### config.mk
export PLATFORM = sky130hd
export DESIGN_NAME = url_percent_decoder
export DESIGN_NICKNAME = d
export VERILOG_FILES = /design/src/upd_pkg.sv /design/src/upd_decoder.sv /design/src/upd_out_queue.sv /design/src/url_percent_decoder.sv
export SDC_FILE = /design/constraint.sdc
export NUM_CORES = 1
export LEC_CHECK = 0
export CORE_UTILIZATION = 58
export DETAILED_ROUTE_END_ITERATION = 12
export DONT_BUFFER_PORTS = 1
export PLACE_DENSITY = 0.74
export SLEW_MARGIN = 20
export SYNTH_ARGS = -nofsm -noshare
export SYNTH_HDL_FRONTEND = slang
export SYNTH_SLANG_ARGS = --single-unit
### constraint.sdc
create_clock -name i_clk -period 8.05 [get_ports i_clk]
set_clock_uncertainty 0.15 [all_clocks]
set_input_delay 0.805 -clock i_clk [delete_from_list [all_inputs] [get_ports i_clk]]
set_output_delay 0.805 -clock i_clk [all_outputs]
set_load 0.005 [all_outputs]
### src/upd_pkg.sv
// upd_pkg: shared types, character constants and hex helpers for the url percent decoder
// depends on nothing; imported by every module of the decoder
`timescale 1ns / 1ps
`default_nettype none

package upd_pkg;

    localparam logic [7:0] PCT_CHAR   = 8'h25;
    localparam logic [7:0] PLUS_CHAR  = 8'h2B;
    localparam logic [7:0] SPACE_CHAR = 8'h20;
    localparam logic [7:0] NOT_HEX    = 8'hFF;

    localparam int unsigned MAX_RESULTS = 3;

    typedef enum logic [1:0] {
        HELD_NONE  = 2'd0,
        HELD_PCT   = 2'd1,
        HELD_DIGIT = 2'd2
    } t_held;

    typedef struct packed {
        logic [1:0]      count;
        logic [2:0][7:0] bytes;
        logic [2:0]      has;
        logic            last;
    } t_group;

    function automatic logic [7:0] hex_value(input logic [7:0] c);
        logic [7:0] v;
        begin
            if (c >= 8'h30 && c <= 8'h39) begin
                v = c - 8'h30;
            end else if (c >= 8'h41 && c <= 8'h46) begin
                v = c - 8'h41 + 8'd10;
            end else if (c >= 8'h61 && c <= 8'h66) begin
                v = c - 8'h61 + 8'd10;
            end else begin
                v = NOT_HEX;
            end
            return v;
        end
    endfunction

endpackage

`default_nettype wire

### src/upd_decoder.sv
// upd_decoder: combinational decode of one registered byte against the held escape state
// depends on upd_pkg; produces a group of up to three results and the next held state
`timescale 1ns / 1ps
`default_nettype none

module upd_decoder (
    input  wire logic [7:0]     i_byte,
    input  wire logic           i_last,
    input  wire upd_pkg::t_held i_held,
    input  wire logic [7:0]     i_held_digit,
    output upd_pkg::t_group     o_group,
    output upd_pkg::t_held      o_next_held,
    output logic [7:0]          o_next_digit
);
    import upd_pkg::*;

    logic [3:0][7:0] e;
    logic [2:0]      n;
    logic [7:0]      hv;
    logic [7:0]      hi;
    logic [7:0]      v;
    t_held           held;
    logic [7:0]      digit;

    always_comb begin
        e     = '0;
        n     = 3'd0;
        hv    = hex_value(i_byte);
        hi    = hex_value(i_held_digit);
        v     = {hi[3:0], hv[3:0]};
        held  = HELD_NONE;
        digit = i_held_digit;

        unique case (i_held)
            HELD_PCT: begin
                if (hv != NOT_HEX) begin
                    held  = HELD_DIGIT;
                    digit = i_byte;
                end else begin
                    e[n[1:0]] = PCT_CHAR;
                    n = n + 3'd1;
                    if (i_byte == PCT_CHAR) begin
                        held = HELD_PCT;
                    end else begin
                        e[n[1:0]] = (i_byte == PLUS_CHAR) ? SPACE_CHAR : i_byte;
                        n = n + 3'd1;
                    end
                end
            end
            HELD_DIGIT: begin
                if (hv != NOT_HEX && hi != NOT_HEX) begin
                    if (v != 8'h00) begin
                        e[n[1:0]] = v;
                        n = n + 3'd1;
                    end
                end else begin
                    e[n[1:0]] = PCT_CHAR;
                    n = n + 3'd1;
                    if (i_held_digit == PCT_CHAR) begin
                        held = HELD_PCT;
                    end else begin
                        e[n[1:0]] = (i_held_digit == PLUS_CHAR) ? SPACE_CHAR : i_held_digit;
                        n = n + 3'd1;
                    end
                    if (i_byte == PCT_CHAR) begin
                        held = HELD_PCT;
                    end else begin
                        e[n[1:0]] = (i_byte == PLUS_CHAR) ? SPACE_CHAR : i_byte;
                        n = n + 3'd1;
                    end
                end
                digit = 8'h00;
            end
            default: begin
                if (i_byte == PCT_CHAR) begin
                    held = HELD_PCT;
                end else begin
                    e[n[1:0]] = (i_byte == PLUS_CHAR) ? SPACE_CHAR : i_byte;
                    n = n + 3'd1;
                end
            end
        endcase

        // end of string flushes what is held
        if (i_last) begin
            if (held == HELD_PCT || held == HELD_DIGIT) begin
                if (n < 3'd4) begin
                    e[n[1:0]] = PCT_CHAR;
                    n = n + 3'd1;
                end
            end
            if (held == HELD_DIGIT) begin
                if (n < 3'd4) begin
                    e[n[1:0]] = digit;
                    n = n + 3'd1;
                end
            end
            held  = HELD_NONE;
            digit = 8'h00;
        end

        if (n > 3'(MAX_RESULTS)) begin
            n = 3'(MAX_RESULTS);
        end

        o_group.bytes = {e[2], e[1], e[0]};
        o_group.last  = i_last;
        if (i_last && n == 3'd0) begin
            o_group.count = 2'd1;
            o_group.bytes = '0;
            o_group.has   = 3'b000;
        end else begin
            o_group.count = n[1:0];
            o_group.has   = {(n > 3'd2), (n > 3'd1), (n > 3'd0)};
        end
        o_next_held  = held;
        o_next_digit = digit;
    end

endmodule

`default_nettype wire

### src/upd_out_queue.sv
// upd_out_queue: result register that holds one group and hands out its results in order
// depends on upd_pkg; fed by the decoder group, drives the output channel
`timescale 1ns / 1ps
`default_nettype none

module upd_out_queue (
    input  wire logic            i_clk,
    input  wire logic            i_rst_n,
    input  wire logic            i_load,
    input  wire upd_pkg::t_group i_group,
    output logic                 o_free,
    output logic                 o_out_valid,
    input  wire logic            i_out_stall,
    output logic [7:0]           o_out_byte,
    output logic                 o_out_has_byte,
    output logic                 o_out_last
);
    import upd_pkg::*;

    logic [1:0]      r_cnt;
    logic [2:0][7:0] r_bytes;
    logic [2:0]      r_has;
    logic            r_last;
    logic            w_pop;

    assign w_pop  = (r_cnt != 2'd0) && !i_out_stall;
    assign o_free = (r_cnt == 2'd0) || (r_cnt == 2'd1 && !i_out_stall);

    always_ff @(posedge i_clk) begin
        if (!i_rst_n) begin
            r_cnt <= 2'd0;
        end else if (i_load) begin
            r_cnt <= i_group.count;
        end else if (w_pop) begin
            r_cnt <= r_cnt - 2'd1;
        end
    end

    always_ff @(posedge i_clk) begin
        if (i_load) begin
            r_bytes <= i_group.bytes;
            r_has   <= i_group.has;
            r_last  <= i_group.last;
        end else if (w_pop) begin
            r_bytes <= {8'h00, r_bytes[2], r_bytes[1]};
            r_has   <= {1'b0, r_has[2], r_has[1]};
        end
    end

    assign o_out_valid    = (r_cnt != 2'd0);
    assign o_out_byte     = r_bytes[0];
    assign o_out_has_byte = r_has[0];
    assign o_out_last     = r_last && (r_cnt == 2'd1);

endmodule

`default_nettype wire

### src/url_percent_decoder.sv
// url_percent_decoder: top level, input register, held escape state, decoder and result queue
// depends on upd_pkg, upd_decoder and upd_out_queue
//
//  channel | direction | handshake              | payload
//  in      | input     | i_in_valid / o_in_stall | i_in_byte, i_in_last
//  out     | output    | o_out_valid / i_out_stall | o_out_byte, o_out_has_byte, o_out_last
//
// one byte per cycle when each byte yields at most one result and the output does not stall
// a byte that yields two or three results holds the input until the result queue
// is down to its last result; the queue drains one transaction per cycle when not stalled
// an accepted byte passes the input register, then the result queue register, to its first result
// reset is synchronous; no clearing pass is needed
`timescale 1ns / 1ps
`default_nettype none

module url_percent_decoder (
    input  wire logic       i_clk,
    input  wire logic       i_rst_n,
    input  wire logic       i_in_valid,
    output logic            o_in_stall,
    input  wire logic [7:0] i_in_byte,
    input  wire logic       i_in_last,
    output logic            o_out_valid,
    input  wire logic       i_out_stall,
    output logic [7:0]      o_out_byte,
    output logic            o_out_has_byte,
    output logic            o_out_last
);
    import upd_pkg::*;

    logic       r_in_valid;
    logic [7:0] r_in_byte;
    logic       r_in_last;
    t_held      r_held;
    logic [7:0] r_held_digit;

    t_group     w_group;
    t_held      n_held;
    logic [7:0] n_held_digit;
    logic       w_free;
    logic       w_advance;
    logic       w_load;

    upd_decoder u_decoder (
        .i_byte       (r_in_byte),
        .i_last       (r_in_last),
        .i_held       (r_held),
        .i_held_digit (r_held_digit),
        .o_group      (w_group),
        .o_next_held  (n_held),
        .o_next_digit (n_held_digit)
    );

    // groups with no result only update the held state
    assign w_advance  = r_in_valid && ((w_group.count == 2'd0) || w_free);
    assign w_load     = w_advance && (w_group.count != 2'd0);
    assign o_in_stall = r_in_valid && !w_advance;

    always_ff @(posedge i_clk) begin
        if (!i_rst_n) begin
            r_in_valid   <= 1'b0;
            r_held       <= HELD_NONE;
            r_held_digit <= 8'h00;
        end else begin
            if (!o_in_stall) begin
                r_in_valid <= i_in_valid;
            end
            if (w_advance) begin
                r_held       <= n_held;
                r_held_digit <= n_held_digit;
            end
        end
    end

    always_ff @(posedge i_clk) begin
        if (!o_in_stall) begin
            r_in_byte <= i_in_byte;
            r_in_last <= i_in_last;
        end
    end

    upd_out_queue u_out_queue (
        .i_clk          (i_clk),
        .i_rst_n        (i_rst_n),
        .i_load         (w_load),
        .i_group        (w_group),
        .o_free         (w_free),
        .o_out_valid    (o_out_valid),
        .i_out_stall    (i_out_stall),
        .o_out_byte     (o_out_byte),
        .o_out_has_byte (o_out_has_byte),
        .o_out_last     (o_out_last)
    );

endmodule

`default_nettype wire

* Word level (Yosys, flattened, before mapping)
Cells that the tools add are included.
** Storage, ports and cells
- Word-level logic and storage cells :: 162
- Register bits after elaboration :: 50
- Output and inout port bits :: 12
- Input bits :: 13
** Cells by class
- $add $sub $neg :: 14
- Muxes and demuxes :: 70
- Reduce and logical (&&, ||, !) cells :: 29
- Order comparisons :: 24
- Eq/ne operators :: 11
- Bitwise gates (word level) :: 3
** Operators with widths (count)
- two-way mux 24 bit :: 7
- two-way mux 8 bit :: 19
- two-way mux 32 bit :: 4
- bitwise mux 32 bit :: 2
- demux 8 bit (select 2 bit) :: 3
- one-hot mux 8 bit (2 select lines) :: 3
- two-way mux 3 bit :: 15
- adder 8 x 4 -> 8 bit, second input constant :: 4
- equality test 8 x 6 -> 1 bit, second input constant :: 4
- >= comparator 8 x 7 -> 1 bit, second input constant :: 4
- <= comparator 8 x 7 -> 1 bit, second input constant :: 4
- two-way mux 16 bit :: 2
- subtractor 8 x 7 -> 8 bit, second input constant :: 4
- AND 20 bit :: 1
- inverter 20 bit :: 1
- two-way mux 2 bit :: 9
- logical AND 1 bit :: 17
- >= comparator 8 x 6 -> 1 bit, second input constant :: 2
- <= comparator 8 x 6 -> 1 bit, second input constant :: 2
- != test 8 bit, second input constant :: 2
- subtractor 8 x 6 -> 8 bit, second input constant :: 2
- bitwise OR 12 bit :: 1
- adder 3 x 1 -> 3 bit, second input constant :: 3
- < comparator 2 x 3 -> 1 bit, second input constant :: 3
- 16 further kinds :: 33

* Longest topological paths before layout
- Depth in word-level cells :: 31
- Gate-level depth with buffers :: 24
- Depth with buffers taken out :: 22

* Cells and area by module
Synthesis repeated with hierarchy kept, for this count alone.
** Unflattened totals
- Cell total of the unflattened synthesis :: 547
- Area, all modules :: 4642.0 µm²
** By module, submodules not included
- upd_decoder :: times used 1, cells each 400, area an instance 2593.7 µm², sequential area each 0.0 µm²
- upd_out_queue :: times used 1, cells each 88, area an instance 1323.8 µm², sequential area each 880.8 µm²
- url_percent_decoder :: times used 1, cells each 59, area an instance 724.4 µm², sequential area each 490.5 µm²

* Worst setup path after synthesis
Ideal clock, no wire load.
- Kind :: reg2reg
- From :: reg r_in_byte[1]
- To :: reg u_out_queue.r_bytes (netlist bit u_out_queue.o_out_byte[3]) (data pin)
- Library setup time :: 0.260 ns
- Path slack :: 3.038 ns
- Arrival :: 4.602 ns
- Clock period less this slack :: 5.012 ns
- Cell stages (with the launch flop) :: 23
- Required time :: 7.640 ns
- Path buffers :: 2
- Path through :: edfxtp_1 > buf_2 > inv_1 > ha_1 > or3b_1 > a22o_1 > and2_1 > or2_1 > a21oi_4 > o21ai_0 > nor2_1 > nor2_1 > ha_1 > inv_1 > xnor2_1 > ha_1 > nor2b_1 > a21oi_1 > or2_2 > mux2_2 > a21oi_4 > buf_4 > o21ai_1
** Between the ends
- Cells in the longest elaborated chain, start to end :: 27
- Elaborated cells on any way between the ends :: 87
- Those cells by class :: add/sub (7); order compare (13); eq/ne (5); mux (45); bitwise (2); reduce/logical (15)
** RTL lines
- from (decl) :: line url_percent_decoder.sv:32 : logic [7:0] r_in_byte;
- from (signal assigned) :: line url_percent_decoder.sv:77 : r_in_byte <= i_in_byte;
- subtractor 8 x 7 -> 8 bit (tied with other cells) :: line upd_pkg.sv:36 : v = c - 8'h61 + 8'd10;
- adder 8 x 4 -> 8 bit or logical AND 1 bit (tied branches) :: line upd_pkg.sv:36, upd_pkg.sv:35
- two-way mux 8 bit :: line upd_pkg.sv:35 : end else if (c >= 8'h61 && c <= 8'h66) begin
- two-way mux 8 bit :: line upd_pkg.sv:33 : end else if (c >= 8'h41 && c <= 8'h46) begin
- two-way mux 8 bit :: line upd_pkg.sv:31 : if (c >= 8'h30 && c <= 8'h39) begin
- nonzero test 8 bit or != test 8 bit (tied branches) :: line upd_decoder.sv:52, upd_decoder.sv:36, upd_decoder.sv:51
- two-way mux 1 bit or logical AND 1 bit (tied branches) :: line upd_decoder.sv:52, upd_decoder.sv:51
- two-way mux 3 bit or two-way mux 2 bit (tied branches) :: line upd_decoder.sv:51 : if (hv != NOT_HEX && hi != NOT_HEX) begin
- [... 11 more ...]
- logical NOT 3 bit :: line upd_decoder.sv:108 : if (i_last && n == 3'd0) begin
- logical AND 1 bit :: line upd_decoder.sv:108
- two-way mux 2 bit :: line upd_decoder.sv:108
- logical NOT 2 bit :: line url_percent_decoder.sv:55 : assign w_advance = r_in_valid && ((w_group.count == 2'd0) || w_free);
- logical OR 1 bit :: line url_percent_decoder.sv:55
- logical AND 1 bit :: line url_percent_decoder.sv:55
- logical AND 1 bit :: line url_percent_decoder.sv:56 : assign w_load = w_advance && (w_group.count != 2'd0);
- two-way mux 24 bit (*) :: line upd_out_queue.sv:40 : if (i_load) begin
- to (signal assigned) :: line upd_out_queue.sv:41 : r_bytes <= i_group.bytes;
- to (signal assigned) :: line upd_out_queue.sv:45 : r_bytes <= {8'h00, r_bytes[2], r_bytes[1]};
- to (decl) :: line upd_out_queue.sv:21 : logic [2:0][7:0] r_bytes;
Every way passes the cells marked *; elsewhere a longest branch is shown, timed or not. The select of a mux whose other input is x is not followed.
A chain may end at the register's enable or synchronous reset.

* Worst setup path in the final report
- From :: reg r_held_digit[1]
- To :: reg u_out_queue.r_bytes (netlist bit u_out_queue.o_out_byte[0]) (data pin)
** Between the ends
- Cells in the longest elaborated chain, start to end :: 27
- Elaborated cells on any way between the ends :: 86
- Those cells by class :: add/sub (8); order compare (15); eq/ne (4); mux (42); bitwise (1); reduce/logical (16)
** RTL lines
- from (decl) :: line url_percent_decoder.sv:35 : logic [7:0] r_held_digit;
- from (signal assigned) :: line url_percent_decoder.sv:70 : r_held_digit <= n_held_digit;
- subtractor 8 x 7 -> 8 bit (tied with other cells) :: line upd_pkg.sv:36
- adder 8 x 4 -> 8 bit or logical AND 1 bit (tied branches) :: line upd_pkg.sv:36, upd_pkg.sv:35
- two-way mux 8 bit :: line upd_pkg.sv:35
- two-way mux 8 bit :: line upd_pkg.sv:33
- two-way mux 8 bit :: line upd_pkg.sv:31
- nonzero test 8 bit or != test 8 bit (tied branches) :: line upd_decoder.sv:52, upd_decoder.sv:51
- two-way mux 1 bit or logical AND 1 bit (tied branches) :: line upd_decoder.sv:52, upd_decoder.sv:51
- two-way mux 3 bit or two-way mux 2 bit (tied branches) :: line upd_decoder.sv:51
- [... 11 more ...]
- logical NOT 3 bit :: line upd_decoder.sv:108
- logical AND 1 bit :: line upd_decoder.sv:108
- two-way mux 2 bit :: line upd_decoder.sv:108
- logical NOT 2 bit :: line url_percent_decoder.sv:55
- logical OR 1 bit :: line url_percent_decoder.sv:55
- logical AND 1 bit :: line url_percent_decoder.sv:55
- logical AND 1 bit :: line url_percent_decoder.sv:56
- two-way mux 24 bit (*) :: line upd_out_queue.sv:40
Marks and branches as above.

==> tab_implementation.tex <==
\begin{tabular}{lr}
\hline
Metric & Value \\
\hline
\multicolumn{2}{l}{\textbf{Min path}} \\
Worst min path class & reg2reg \\
Hold wc startpoint & r\_held[1]\$\_SDFFE\_PN0P\_ \\
\multicolumn{2}{l}{\textbf{Clock tree}} \\
Total CTS buffers & 5 \\
Sink count of the clock tree & 50 \\
Hold-fix buffers at CTS & 0 \\
CTS H-tree lvls & 2 \\
Worst-Skew Late Latency & 0.32 ns \\
Cell at the root of the clock tree & sky130\_fd\_sc\_hd\_\_clkbuf\_8 \\
Post-CTS Repair Setup Buffers & 0 \\
CTS tree & done \\
Count of cells resized by post-cts repair & 0 \\
Clock-pin slew of the registers on the worst-case setup and hold paths & between 0.1 and 0.15 ns \\
Maximum buffer depth of the clock tree & 2 \\
\multicolumn{2}{l}{\textbf{Routing}} \\
Post-route ant nets & 0 \\
Final routed wire length divided by cell count & 21.0 um \\
DR pass1 iterations & 7 \\
\# DRC & 0 \\
Total vias in the final route & $\sim$4200 \\
Average vias per placed instance & a little under 7 \\
Iteration-0 DRC Markers & 400 \\
Routed WL & 12.7 mm \\
\multicolumn{2}{l}{\textbf{Logic synthesis}} \\
Average footprint of a synthesized cell & 8.50 um2 \\
Post-synth top flop & sky130\_fd\_sc\_hd\_\_edfxtp\_1 \\
Number of distinct standard cells referenced by the synthesized netlist & 88 \\
Gate count after technology mapping & 534 \\
Fraction of synthesis flops using an asynchronous set or reset pin & 0 \\
Number of flip-flops and latches in the synthesized netlist & 50 \\
Post-Synthesis Cell Area & 4540 um2 \\
Count of flip-flops with a built-in enable after synthesis & 37 \\
Total nets after synthesis & 579 \\
Share of the yosys chip area belonging to registers & 0.302 \\
Yosys warning total & 0 \\
\multicolumn{2}{l}{\textbf{Floorplan}} \\
Site row count & 31 \\
Initial standard-cell utilization of the core & 0.612 \\
Floorplan Core Area & 7410 um2 \\
I/O pins & 25 \\
Total Die Area & 8180 um2 \\
Die outline height & approximately 90 um \\
Die Span X & 90.4 um \\
\multicolumn{2}{l}{\textbf{STA}} \\
Slew HR & 0.511 \\
Worst slew pin tran & 0.732 ns \\
Post-Route Setup TNS & 0 ns \\
Final clock period utilization by the worst path & 0.759 \\
Time the worst path needs with I/O delays and setup & 6.11 ns \\
RSZ-0062 raised after global routing & false \\
Final hold viol count & 0 \\
Pins Over Slew Limit & 0 \\
Endpoints failing setup & 0 \\
Maximum clock frequency & 0.164 GHz \\
\multicolumn{2}{l}{\textbf{Global routing}} \\
Initial antenna violation count & 0 \\
GR Util All Layers & 0.323 \\
Wire length of the first global-routing pass & 20.8 mm \\
Largest net degree at the start of global routing & 34 \\
Total gr overflow & 0 \\
Via count of the first global-routing pass & 3932 \\
\multicolumn{2}{l}{\textbf{Run status}} \\
Status & complete, no violations \\
\multicolumn{2}{l}{\textbf{Setup path}} \\
Kind of end point of the critical path & flop \\
Arrival time at the worst endpoint & about 6 ns \\
CP required & 7.96 ns \\
Max FO, Critical Path & 25 \\
Origin of the worst setup path & r\_held\_digit[1]\$\_SDFFE\_PN0P\_ \\
Worst reg2reg path startpoint & r\_held\_digit[1]\$\_SDFFE\_PN0P\_ \\
Startpoint class of the critical path & flop \\
Worst setup path class & reg2reg \\
\multicolumn{2}{l}{\textbf{Finish}} \\
Sequential cell area in the final layout & 1370 um2 \\
Area growth from synthesis to final layout & 0.579\% \\
Layout filler cell count & 665 \\
Final \#Nets & 548 \\
Footprint of the multi-input gates & 2810 um2 \\
Post-route standard cell area excluding fillers & 4560 um2 \\
Share of the core filled with cells & 0.616 \\
Commonest non-fill, non-tap cells in the layout & sky130\_fd\_sc\_hd\_\_nand2\_1, sky130\_fd\_sc\_hd\_\_o21ai\_0, sky130\_fd\_sc\_hd\_\_nor2\_1 \\
Layout cells sized above 1 & 0.0972 \\
Ant diodes & 0 \\
\multicolumn{2}{l}{\textbf{Placement}} \\
Post-DP HPWL & 9.43 mm \\
Port-buffer cells & 0 \\
Placement-stage cell area & 4460 um2 \\
Routability congestion estimate from global placement & approximately 0.94 \\
\multicolumn{2}{l}{\textbf{Power}} \\
Worst vdd rail ir drop & about 0.09 mV \\
Power density relative to cell area & 144 nW/um2 \\
Leakage power & 1.68 nW \\
\multicolumn{2}{l}{\textbf{Run}} \\
Number of max-cap violations & 0 \\
\hline
\end{tabular}
critical path: stages, from the launching register on:
cell	delay, ns
sky130_fd_sc_hd__dfxtp_1	0.64
sky130_fd_sc_hd__inv_1	0.17
sky130_fd_sc_hd__ha_1	0.26
sky130_fd_sc_hd__or4b_1	0.46
sky130_fd_sc_hd__a311oi_1	0.35
sky130_fd_sc_hd__nor3_2	0.12
sky130_fd_sc_hd__a211oi_4	0.53
sky130_fd_sc_hd__o21ai_0	0.30
sky130_fd_sc_hd__nor2_1	0.21
sky130_fd_sc_hd__nor2_1	0.08
sky130_fd_sc_hd__ha_1	0.39
sky130_fd_sc_hd__inv_1	0.11
sky130_fd_sc_hd__xnor2_1	0.19
sky130_fd_sc_hd__ha_1	0.22
sky130_fd_sc_hd__nor2b_1	0.20
sky130_fd_sc_hd__a21oi_1	0.11
sky130_fd_sc_hd__or2_2	0.29
sky130_fd_sc_hd__mux2_2	0.30
sky130_fd_sc_hd__a21oi_4	0.60
sky130_fd_sc_hd__o31ai_1	0.16
registers in the layout (all words and copies together), names as in the netlist:
| signal | cells |
|---|---|
| r_held | 2 |
| r_in_byte | 8 |
| u_out_queue.o_out_byte | 8 |
| u_out_queue.r_last | 1 |
| r_in_last | 1 |
| u_out_queue.r_bytes | 16 |
| r_held_digit | 8 |
| u_out_queue.r_cnt | 2 |
| u_out_queue.r_has | 3 |
| r_in_valid | 1 |
area by class of cell:
cell class | count | share of cell area
repair buffers | 5 | 0.00823
flip-flops and latches | 50 | 0.301
well taps | 99 | 0.0271
clock inverters | 3 | 0.00631
inverters | 33 | 0.0277
clock buffers | 5 | 0.0151
multi-input cells | 408 | 0.615
where the power goes:
part / switching [mW] / total (mW) / internal (mW)
logic: 0.0896 / 0.137 / 0.0479
clock network: 0.0985 / 0.163 / 0.0647
registers: 0.0293 / 0.355 / 0.326
Yosys cell counts (7+ instances only):
cell                       number  area [um2]
sky130_fd_sc_hd__and3_1         7        43.8
sky130_fd_sc_hd__ha_1          32         400
sky130_fd_sc_hd__inv_1         31         116
sky130_fd_sc_hd__o22ai_1       12        75.1
sky130_fd_sc_hd__o21ai_1       12        60.1
sky130_fd_sc_hd__buf_4         10        75.1
sky130_fd_sc_hd__nand3_1       18        90.1
sky130_fd_sc_hd__nor2b_1        7        43.8
sky130_fd_sc_hd__nor2_1        39         146
sky130_fd_sc_hd__o21ai_0       45         225
sky130_fd_sc_hd__a21oi_1       26         130
sky130_fd_sc_hd__and2_1        11        68.8
sky130_fd_sc_hd__o211ai_1       7        52.6
sky130_fd_sc_hd__a22oi_1       10        75.1
sky130_fd_sc_hd__buf_2         13        65.1
sky130_fd_sc_hd__nand2_1       45         169
sky130_fd_sc_hd__o21a_1        11        82.6
sky130_fd_sc_hd__clkbuf_1      14        52.6
sky130_fd_sc_hd__nor3_1        10        50.1
sky130_fd_sc_hd__edfxtp_1      37        1110
sky130_fd_sc_hd__dfxtp_1       13         260
final timing paths:
check,to,slack [ns],depth (start not counted)
hold / removal,r_held[1]$_SDFFE_PN0P_,0.36,2
setup reg to reg,u_out_queue.o_out_byte[0]$_DFFE_PP_,1.94,19
hold reg to reg,r_held[1]$_SDFFE_PN0P_,0.36,2
setup / recovery,u_out_queue.o_out_byte[0]$_DFFE_PP_,1.94,19
through the flow:
step | total power [mW] | cells | setup slack (ns) | hold slack, ns
after floorplan | 0.471 | 534 | 3.04 | 0.306
after global placement | 0.491 | 594 | 2.18 | 0.326
after detailed placement | 0.497 | 594 | 2.00 | 0.338
after CTS | 0.657 | 602 | 1.98 | 0.352
after global routing | 0.685 | 603 | 1.51 | 0.388
final | 0.656 | 603 | 1.94 | 0.356
routing by layer:
metal,track usage,part of all wire,up-vias
met3,0.0606,0.088,39
met5,0,0,-
met1,0.446,0.43,1977
met4,0.121,0.027,0
met2,0.501,0.46,229
li1,-,-,1931
cells by family (layout without fill, tap and decap cells):
| group | count (synthesis) | count (layout) | share of synthesized area |
|---|---|---|---|
| AOI/OAI and AO/OA | 199 | 199 | 0.321 |
| and+or+nand+nor | 170 | 170 | 0.194 |
| buffers and inverters | 76 | 46 | 0.0805 |
| DFF | 50 | 50 | 0.302 |
| adders and majority gates | 32 | 32 | 0.0883 |
| xor gates and xnor gates | 5 | 5 | 0.00965 |
| muxes | 2 | 2 | 0.00469 |
(Power assumes the default switching activity.)
